**src/hw/rtl/swsfr_pkg.sv**
```systemverilog
// Shared constants, command and status types for the sliding-window sender.
package swsfr_pkg;

	localparam int MAX_WINDOW    = 16;
	localparam int SLOT_BITS     = $clog2(MAX_WINDOW);
	localparam int SEQ_BITS      = 16;
	localparam int PAYLOAD_BITS  = 32;
	localparam int WSIZE_BITS    = 5;
	localparam int CFG_IDX_BITS  = 2;
	localparam int CFG_DATA_BITS = 16;
	localparam int DUP_BITS      = 2;
	localparam int DUP_LIMIT     = 2;
	localparam int SLIDE_BITS    = $clog2(MAX_WINDOW + 1);

	localparam logic [WSIZE_BITS-1:0] WSIZE_RESET  = WSIZE_BITS'(4);
	localparam logic [SEQ_BITS-1:0]   SLIMIT_RESET = {SEQ_BITS{1'b1}};

	localparam logic [1:0] ACT_SEND    = 2'd0;
	localparam logic [1:0] ACT_ACK     = 2'd1;
	localparam logic [1:0] ACT_TIMEOUT = 2'd2;

	localparam logic [CFG_IDX_BITS-1:0] REG_WINDOW_SIZE = CFG_IDX_BITS'(0);
	localparam logic [CFG_IDX_BITS-1:0] REG_SEQ_LIMIT   = CFG_IDX_BITS'(1);

	// Commands from the controller to the datapath.
	typedef struct packed {
		logic capture;
		logic do_send;
		logic ack_mark;
		logic dup_bump;
		logic rd_base;
		logic resend_base;
		logic resend_tseq;
		logic slide_step;
		logic load_rd;
		logic publish;
	} swsfr_cmd_t;

	// Status from the datapath to the controller.
	typedef struct packed {
		logic [1:0] action;
		logic       ck;
		logic       waiting;
		logic       ack_new;
		logic       dup_hit;
		logic       outstanding;
		logic       tseq_in;
		logic       slide_ok;
	} swsfr_sts_t;

endpackage

```
**src/hw/rtl/swsfr_ram.sv**
```systemverilog
// Generic single-write, single-read RAM with registered read data.
module swsfr_ram #(
	parameter int WIDTH = 32,
	parameter int DEPTH = 16
) (
	input  logic                     clk,
	input  logic                     we,
	input  logic [$clog2(DEPTH)-1:0] waddr,
	input  logic [WIDTH-1:0]         wdata,
	input  logic [$clog2(DEPTH)-1:0] raddr,
	output logic [WIDTH-1:0]         rdata
);

	logic [WIDTH-1:0] mem_q [DEPTH];

	always_ff @(posedge clk) begin
		if (we) begin
			mem_q[waddr] <= wdata;
		end
		rdata <= mem_q[raddr];
	end

endmodule

```
**src/hw/rtl/swsfr_ctrl.sv**
```systemverilog
// Controller state machine that sequences one transaction through the datapath.
module swsfr_ctrl import swsfr_pkg::*; (
	input  logic       clk,
	input  logic       arst_n,
	input  logic       start,
	input  swsfr_sts_t sts,
	output swsfr_cmd_t cmd,
	output logic       busy
);

	localparam logic [2:0] ST_IDLE   = 3'd0;
	localparam logic [2:0] ST_EXEC   = 3'd1;
	localparam logic [2:0] ST_SLIDE  = 3'd2;
	localparam logic [2:0] ST_READ   = 3'd3;
	localparam logic [2:0] ST_FINISH = 3'd4;

	logic [2:0]            state_q, state_d;
	logic [SLIDE_BITS-1:0] slide_cnt_q, slide_cnt_d;

	always_comb begin
		cmd         = '0;
		state_d     = state_q;
		slide_cnt_d = slide_cnt_q;
		unique case (state_q)
			ST_IDLE: begin
				if (start) begin
					cmd.capture = 1'b1;
					state_d     = ST_EXEC;
				end
			end
			ST_EXEC: begin
				state_d = ST_FINISH;
				unique case (sts.action)
					ACT_SEND: begin
						cmd.do_send = !sts.waiting;
					end
					ACT_ACK: begin
						if (sts.ck) begin
							if (sts.ack_new) begin
								cmd.ack_mark = 1'b1;
								slide_cnt_d  = '0;
								state_d      = ST_SLIDE;
							end else begin
								cmd.dup_bump = 1'b1;
								// The duplicate count reaching its limit resends the base packet if one is outstanding.
								if (sts.dup_hit && sts.outstanding) begin
									cmd.rd_base     = 1'b1;
									cmd.resend_base = 1'b1;
									state_d         = ST_READ;
								end
							end
						end
					end
					ACT_TIMEOUT: begin
						if (sts.tseq_in) begin
							cmd.resend_tseq = 1'b1;
							state_d         = ST_READ;
						end
					end
					default: begin
						state_d = ST_FINISH;
					end
				endcase
			end
			ST_SLIDE: begin
				if (slide_cnt_q < SLIDE_BITS'(MAX_WINDOW) && sts.slide_ok) begin
					cmd.slide_step = 1'b1;
					slide_cnt_d    = slide_cnt_q + 1'b1;
				end else begin
					state_d = ST_FINISH;
				end
			end
			ST_READ: begin
				cmd.load_rd = 1'b1;
				state_d     = ST_FINISH;
			end
			ST_FINISH: begin
				cmd.publish = 1'b1;
				state_d     = ST_IDLE;
			end
			default: begin
				state_d = ST_IDLE;
			end
		endcase
	end

	assign busy = (state_q != ST_IDLE);

	always_ff @(posedge clk or negedge arst_n) begin
		if (!arst_n) begin
			state_q     <= ST_IDLE;
			slide_cnt_q <= '0;
		end else begin
			state_q     <= state_d;
			slide_cnt_q <= slide_cnt_d;
		end
	end

endmodule

```
**src/hw/rtl/swsfr_dp.sv**
```systemverilog
// Datapath: window registers, acked marks, payload store and result registers.
module swsfr_dp import swsfr_pkg::*; (
	input  logic                     clk,
	input  logic                     arst_n,
	input  swsfr_cmd_t               cmd,
	output swsfr_sts_t               sts,
	input  logic [1:0]               action,
	input  logic [PAYLOAD_BITS-1:0]  payload,
	input  logic                     checksum_ok,
	input  logic [SEQ_BITS-1:0]      ack_num,
	input  logic [SEQ_BITS-1:0]      timeout_seq,
	input  logic                     cfg_we,
	input  logic [CFG_IDX_BITS-1:0]  cfg_idx,
	input  logic [CFG_DATA_BITS-1:0] cfg_data,
	output logic                     done,
	output logic                     accepted,
	output logic                     tx_valid,
	output logic [SEQ_BITS-1:0]      tx_seq,
	output logic [PAYLOAD_BITS-1:0]  tx_payload,
	output logic                     stop_valid,
	output logic [SEQ_BITS-1:0]      stop_seq,
	output logic                     window_full,
	output logic [SEQ_BITS-1:0]      window_base
);

	// Captured transaction.
	logic [1:0]              action_q;
	logic [PAYLOAD_BITS-1:0] payload_q;
	logic                    ck_q;
	logic [SEQ_BITS-1:0]     ack_q;
	logic [SEQ_BITS-1:0]     tseq_q;

	// Sender state and configuration.
	logic [SEQ_BITS-1:0]   next_q;
	logic [SEQ_BITS-1:0]   base_q;
	logic [DUP_BITS-1:0]   dup_q;
	logic [MAX_WINDOW-1:0] marks_q;
	logic [WSIZE_BITS-1:0] wsize_q;
	logic [SEQ_BITS-1:0]   slimit_q;

	// Result being built up for the current transaction.
	logic                    acc_accepted_q;
	logic                    acc_txv_q;
	logic [SEQ_BITS-1:0]     acc_txs_q;
	logic [PAYLOAD_BITS-1:0] acc_txp_q;
	logic                    acc_stv_q;
	logic [SEQ_BITS-1:0]     acc_sts_q;

	logic [WSIZE_BITS-1:0]   wsize_eff;
	logic [SEQ_BITS:0]       end_sum;
	logic [SEQ_BITS-1:0]     window_end;
	logic                    waiting;
	logic [SLOT_BITS-1:0]    slot_next, slot_base, slot_ack, slot_tseq, ram_raddr;
	logic [PAYLOAD_BITS-1:0] ram_rdata;
	logic [DUP_BITS:0]       dup_inc;

	// The window end always follows from the base and the registers, so it is
	// recomputed continuously instead of being stored.
	assign wsize_eff  = (wsize_q > WSIZE_BITS'(MAX_WINDOW)) ? WSIZE_BITS'(MAX_WINDOW) : wsize_q;
	assign end_sum    = (SEQ_BITS+1)'(base_q) + (SEQ_BITS+1)'(wsize_eff);
	assign window_end = (end_sum > (SEQ_BITS+1)'(slimit_q)) ? slimit_q : end_sum[SEQ_BITS-1:0];
	assign waiting    = (next_q >= window_end);

	assign slot_next = next_q[SLOT_BITS-1:0];
	assign slot_base = base_q[SLOT_BITS-1:0];
	assign slot_ack  = ack_q[SLOT_BITS-1:0];
	assign slot_tseq = tseq_q[SLOT_BITS-1:0];
	assign ram_raddr = cmd.rd_base ? slot_base : slot_tseq;
	assign dup_inc   = (DUP_BITS+1)'(dup_q) + 1'b1;

	assign sts.action      = action_q;
	assign sts.ck          = ck_q;
	assign sts.waiting     = waiting;
	assign sts.ack_new     = (ack_q >= base_q) && (ack_q < next_q) && !marks_q[slot_ack];
	assign sts.dup_hit     = (dup_inc >= (DUP_BITS+1)'(DUP_LIMIT));
	assign sts.outstanding = (base_q < next_q);
	assign sts.tseq_in     = (tseq_q >= base_q) && (tseq_q < next_q);
	assign sts.slide_ok    = (base_q < next_q) && marks_q[slot_base];

	swsfr_ram #(
		.WIDTH(PAYLOAD_BITS),
		.DEPTH(MAX_WINDOW)
	) u_payload_ram (
		.clk  (clk),
		.we   (cmd.do_send),
		.waddr(slot_next),
		.wdata(payload_q),
		.raddr(ram_raddr),
		.rdata(ram_rdata)
	);

	always_ff @(posedge clk or negedge arst_n) begin
		if (!arst_n) begin
			next_q   <= '0;
			base_q   <= '0;
			dup_q    <= '0;
			marks_q  <= '0;
			wsize_q  <= WSIZE_RESET;
			slimit_q <= SLIMIT_RESET;
			done     <= 1'b0;
		end else begin
			done <= cmd.publish;
			if (cfg_we) begin
				unique case (cfg_idx)
					REG_WINDOW_SIZE: wsize_q  <= cfg_data[WSIZE_BITS-1:0];
					REG_SEQ_LIMIT:   slimit_q <= cfg_data[SEQ_BITS-1:0];
					default: begin
					end
				endcase
			end
			if (cmd.do_send) begin
				marks_q[slot_next] <= 1'b0;
				next_q             <= next_q + 1'b1;
			end
			if (cmd.ack_mark) begin
				marks_q[slot_ack] <= 1'b1;
				dup_q             <= '0;
			end
			if (cmd.dup_bump) begin
				dup_q <= sts.dup_hit ? '0 : dup_inc[DUP_BITS-1:0];
			end
			if (cmd.slide_step) begin
				marks_q[slot_base] <= 1'b0;
				base_q             <= base_q + 1'b1;
			end
		end
	end

	always_ff @(posedge clk) begin
		if (cmd.capture) begin
			action_q       <= action;
			payload_q      <= payload;
			ck_q           <= checksum_ok;
			ack_q          <= ack_num;
			tseq_q         <= timeout_seq;
			acc_accepted_q <= 1'b0;
			acc_txv_q      <= 1'b0;
			acc_txs_q      <= '0;
			acc_txp_q      <= '0;
			acc_stv_q      <= 1'b0;
			acc_sts_q      <= '0;
		end
		if (cmd.do_send) begin
			acc_accepted_q <= 1'b1;
			acc_txv_q      <= 1'b1;
			acc_txs_q      <= next_q;
			acc_txp_q      <= payload_q;
		end
		if (cmd.ack_mark) begin
			acc_stv_q <= 1'b1;
			acc_sts_q <= ack_q;
		end
		if (cmd.resend_base) begin
			acc_txv_q <= 1'b1;
			acc_txs_q <= base_q;
		end
		if (cmd.resend_tseq) begin
			acc_txv_q <= 1'b1;
			acc_txs_q <= tseq_q;
		end
		if (cmd.load_rd) begin
			acc_txp_q <= ram_rdata;
		end
		if (cmd.publish) begin
			accepted    <= acc_accepted_q;
			tx_valid    <= acc_txv_q;
			tx_seq      <= acc_txs_q;
			tx_payload  <= acc_txp_q;
			stop_valid  <= acc_stv_q;
			stop_seq    <= acc_sts_q;
			window_full <= waiting;
			window_base <= base_q;
		end
	end

endmodule

```
**src/hw/rtl/sliding_window_sender_fast_retx_top.sv**
```systemverilog
// Top level of the sliding-window sender with fast retransmit.
// A send, a timeout or an ignored ack goes from capture through execution to the result
// registers and done; a resend adds a payload memory read, and a new ack adds a slide of
// the base over k packets (k at most 16, one packet per cycle). Busy stays high until the
// cycle of done, so no new item is taken before then. Reset clears the window and the acked
// marks and reloads the config registers; the payload store and result registers are not cleared.
module sliding_window_sender_fast_retx_top import swsfr_pkg::*; (
	input  logic                     clk,
	input  logic                     arst_n,
	input  logic                     start,
	output logic                     busy,
	input  logic [1:0]               action,
	input  logic [PAYLOAD_BITS-1:0]  payload,
	input  logic                     checksum_ok,
	input  logic [SEQ_BITS-1:0]      ack_num,
	input  logic [SEQ_BITS-1:0]      timeout_seq,
	input  logic                     cfg_we,
	input  logic [CFG_IDX_BITS-1:0]  cfg_idx,
	input  logic [CFG_DATA_BITS-1:0] cfg_data,
	output logic                     done,
	output logic                     accepted,
	output logic                     tx_valid,
	output logic [SEQ_BITS-1:0]      tx_seq,
	output logic [PAYLOAD_BITS-1:0]  tx_payload,
	output logic                     stop_valid,
	output logic [SEQ_BITS-1:0]      stop_seq,
	output logic                     window_full,
	output logic [SEQ_BITS-1:0]      window_base
);

	swsfr_cmd_t cmd;
	swsfr_sts_t sts;

	swsfr_ctrl u_ctrl (
		.clk   (clk),
		.arst_n(arst_n),
		.start (start),
		.sts   (sts),
		.cmd   (cmd),
		.busy  (busy)
	);

	swsfr_dp u_dp (
		.clk        (clk),
		.arst_n     (arst_n),
		.cmd        (cmd),
		.sts        (sts),
		.action     (action),
		.payload    (payload),
		.checksum_ok(checksum_ok),
		.ack_num    (ack_num),
		.timeout_seq(timeout_seq),
		.cfg_we     (cfg_we),
		.cfg_idx    (cfg_idx),
		.cfg_data   (cfg_data),
		.done       (done),
		.accepted   (accepted),
		.tx_valid   (tx_valid),
		.tx_seq     (tx_seq),
		.tx_payload (tx_payload),
		.stop_valid (stop_valid),
		.stop_seq   (stop_seq),
		.window_full(window_full),
		.window_base(window_base)
	);

endmodule

```
**config.mk**
```make
export PLATFORM = sky130hd
export DESIGN_NAME = sliding_window_sender_fast_retx_top
export DESIGN_NICKNAME = d
export VERILOG_FILES = /design/src/hw/rtl/swsfr_pkg.sv /design/src/hw/rtl/swsfr_ram.sv /design/src/hw/rtl/swsfr_ctrl.sv /design/src/hw/rtl/swsfr_dp.sv /design/src/hw/rtl/sliding_window_sender_fast_retx_top.sv
export SDC_FILE = /design/constraint.sdc
export NUM_CORES = 1
export LEC_CHECK = 0
export BUFFER_PORTS_ARGS = -buffer_cell sky130_fd_sc_hd__buf_4
export CORE_MARGIN = 8
export CORE_UTILIZATION = 35
export CTS_CLUSTER_DIAMETER = 30
export CTS_CLUSTER_SIZE = 40
export DETAILED_ROUTE_END_ITERATION = 10
export GPL_ROUTABILITY_DRIVEN = 0
export HOLD_SLACK_MARGIN = 0.05
export PLACE_DENSITY = 0.49
export SETUP_SLACK_MARGIN = 0.15
export SYNTH_ARGS = -nofsm -noshare
export SYNTH_HDL_FRONTEND = slang
export SYNTH_HIERARCHICAL = 1
export SYNTH_SLANG_ARGS = --single-unit
```
**constraint.sdc**
```tcl
create_clock -name clk -period 9.25 [get_ports clk]
set_input_delay 0.4625 -clock clk [delete_from_list [all_inputs] [get_ports clk]]
set_output_delay 0.4625 -clock clk [all_outputs]
set_load 0.005 [all_outputs]
```
==> results.yml <==
run_status:
  status: "finished clean"
grt:
  grtUsageTotal: 0.164
  first_global_vias: 20700
  grt_first_pass_wirelength_mm: 133
  grt_antenna_before_repair: 0
  grt.overflow.total: 0
  grt_max_degree: 117
die:
  pin_count: 175
  fp-row-count: 114
  die_w_um: 329
  coreArea_um2: 96900
  die_area_um2: 108000
  initial_core_util: 0.354
  die_y_um: 329
sta:
  setup_viol: 0
  finalCritPeriodShare: 0.845
  finalHoldViolCount: 0
  fmax_mhz: 128
  setup_tns_ns: 0
  grt_setup_unrepaired: "false"
  period_minus_slack_ns: 7.82
  slew_headroom: 0.215
  skew_ns: 0.0649
  worstMarginPinSlew_ns: 1.18
  drv_slew: 0
setup_path:
  crit_slowest_cell: "clkinv_1"
  startpoint_type: "register"
  end_kind: "register"
  crit_start: "u_dp/wsize_q[4]"
  r2r_start: "u_dp/wsize_q[4]"
  path_class: "register to register"
  cpPeakStageDelay_ns: 0.60
  r2r_slack_ns: 1.43
  cp.required_ns: 9.86
  worstPathArrival_ns: 8.43
  crit_path_max_fanout: 31
placement:
  dp.cells: 3324
  dp_hpwl_mm: 54.5
  port_buffers: 174
  placement.cell_area_um2: 37200
logic_synthesis:
  syn_area_um2: 34200
  synth-main-ff-cell: "edfxtp_1"
  yosysSeqAreaShare: 0.717
  syn_inst: 1915
  synth_edf_count: 727
  async_reset_ff_frac: 0.0950
  yosysWarnings: 6
  synth_seq_cells: 842
  synth_nets: 2132
  synth_area_per_cell_um2: 17.9
  yosysUniqueCellTypes: 71
finish:
  layout.nets: 2538
  fill_cells: 8283
  drive_above_1_share: 0.296
  multi_input_area_um2: 9220
  fin_area_um2: 44600
  fin_cells: 3760
  synthToLayoutAreaGrowth_pct: 30.2
  antennaDiodeCount: 0
  seq_area_um2: 24600
hold_path:
  hold_class: "input port to asynchronous set/reset pin"
routing:
  post_drt_via_cell_ratio: 5.03
  first_pass_iters: 5
  vias: 18900
  drc: 0
  wl_per_cell_um: 23.5
  wl_mm: 88.4
  postRouteAntennaNets: 0
  dr.first_iter.drc_count: 1213
cts:
  ctsResizeCount: 0
  cts_setup_buffers: 0
  clock_path_buffers: 3
  cts_buffers: 187
  clk_pin_slew_ns: 0.04
  cts-htree-levels: 4
  cts_hold_buf: 84
  cts_sinks: 842
  cts_root_buf: "clkbuf_16"
  clk_latency_ns: 0.77
  cts_tree: "yes"
job:
  drv_cap: 0
power:
  power_density_nw_per_um2: 298
  leakagePower_nw: 16.1
  ir_worst_vdd_v: 0.000188
==> state kept, by name, summed over array words and instances, names as in the netlist, 2 cells and up <==
register	flops
u_ctrl/slide_cnt_q	5
u_ctrl/state_q	3
u_dp/acc_sts_q	16
u_dp/acc_txp_q	32
u_dp/acc_txs_q	16
u_dp/ack_q	16
u_dp/action_q	2
u_dp/base_q	16
u_dp/dup_q	2
u_dp/marks_q	16
u_dp/next_q	16
u_dp/payload_q	32
u_dp/slimit_q	16
u_dp/stop_seq	16
u_dp/tseq_q	16
u_dp/tx_payload	32
u_dp/tx_seq	16
u_dp/u_payload_ram/mem_q	512
u_dp/u_payload_ram/rdata	32
u_dp/window_base	16
u_dp/wsize_q	5
==> final timing paths <==
kind / end / depth (start not counted)
hold reg to reg: u_dp/tx_payload[12] / 0
min in group clk: u_dp/wsize_q[4] / 3
max in group asynchronous: u_dp/base_q[15] / 3
setup / recovery: u_dp/acc_txp_q[5] / 28
hold / removal: u_dp/dup_q[1] / 2
setup reg to reg: u_dp/acc_txp_q[5] / 28
==> through the flow <==
stage	util	hold WS [ns]	total power (W)	setup slack (ns)
finish	0.460	0.122	0.0133	1.43
detailed placement	0.385	0.334	0.00670	1.52
global placement	0.385	0.335	0.00667	1.66
floorplan	-	0.167	0.00595	0.890
global route	0.460	0.116	0.0138	0.869
CTS	0.460	0.0798	0.0135	1.47
==> area by class of cell <==
cell class / count / share of cell area
clock buffer: 231 / 0.110
clock inverter: 121 / 0.0354
inverter: 66 / 0.00556
multi-input combinational: 925 / 0.207
sequential: 842 / 0.551
tap: 1276 / 0.0358
timing repair buffer: 299 / 0.0553
==> where the power goes <==
part	leakage (nW)	switching, W	internal (W)	total, W
Sequential	7.98	0.000349	0.00476	0.00511
Clock	3.11	0.00212	0.00456	0.00668
Combinational	5.02	0.000877	0.000629	0.00151
==> critical path: cells and delay by family, from the launching register on <==
kind / cells / cell delay [ns]
buf+inv: 4 / 1.85
compound gates: 12 / 2.55
simple gates: 6 / 1.08
flops: 1 / 0.42
xor+xnor: 1 / 0.21
mux: 1 / 0.33
fa+ha+maj: 4 / 1.20
==> per-layer routing <==
metal,GRT usage,vias to the layer above,part of all wire
met1,0.203,9735,0.42
li1,-,8541,-
met4,0.0575,0,0.023
met2,0.283,502,0.51
met5,0,-,0
met3,0.0371,143,0.049
==> cell families after synthesis <==
family,after synthesis,synth area share
fa+ha+maj,128,0.0470
flops,842,0.717
mux,180,0.104
xor+xnor,45,0.0115
simple gates,289,0.0426
compound gates,283,0.0589
buf+inv,148,0.0187
==> cell usage after synthesis, types with 4 or more instances <==
cell type | count | area (µm²)
a211oi_1 | 15 | 113
a21o_1 | 23 | 173
a21oi_1 | 52 | 260
a22o_1 | 31 | 272
a22oi_1 | 76 | 571
a32oi_1 | 4 | 35.0
a41oi_1 | 4 | 35.0
and2_1 | 18 | 113
and3_1 | 10 | 62.6
buf_1 | 11 | 41.3
buf_2 | 13 | 65.1
buf_4 | 12 | 90.1
clkbuf_1 | 44 | 165
dfrtp_1 | 63 | 1580
dfstp_2 | 17 | 447
dfxtp_1 | 35 | 701
edfxtp_1 | 727 | 21800
ha_1 | 127 | 1590
inv_1 | 65 | 244
mux2_2 | 24 | 270
mux2i_1 | 16 | 160
mux4_2 | 138 | 3110
nand2_1 | 85 | 319
nand2b_1 | 6 | 37.5
nand3_1 | 32 | 160
nand3b_1 | 4 | 30.0
nand4_1 | 18 | 113
nor2_1 | 53 | 199
nor2b_1 | 11 | 68.8
nor3_1 | 25 | 125
nor3b_1 | 6 | 45.0
o211ai_1 | 5 | 37.5
o21a_1 | 4 | 30.0
o21ai_0 | 40 | 200
xnor2_1 | 40 | 350
xor2_1 | 5 | 43.8
==> placed cells by master, fill, tap and decap left out, drive strengths merged, types with 4 or more instances in the layout <==
cell,Yosys,layout
edfxtp,727,727
clkbuf,44,231
buf,38,215
mux4,138,138
ha,127,127
nand2,85,85
dlygate4sd3,0,84
a22oi,76,76
inv,65,72
clkinv,1,68
dfrtp,63,63
nor2,54,54
a21oi,52,52
o21ai,41,41
xnor2,40,40
dfxtp,35,35
nand3,32,32
a22o,31,31
bufinv,0,28
mux2,26,26
nor3,26,26
a21o,23,23
clkinvlp,0,19
and2,19,19
nand4,19,19
dfstp,17,17
a211oi,17,17
mux2i,16,16
and3,11,11
nor2b,11,11
nor3b,7,7
nand2b,6,6
xor2,5,5
o211ai,5,5
a32oi,5,5
nor4,5,5
a41oi,4,4
o21a,4,4
nand3b,4,4
Power figures use the tool's default switching activity.
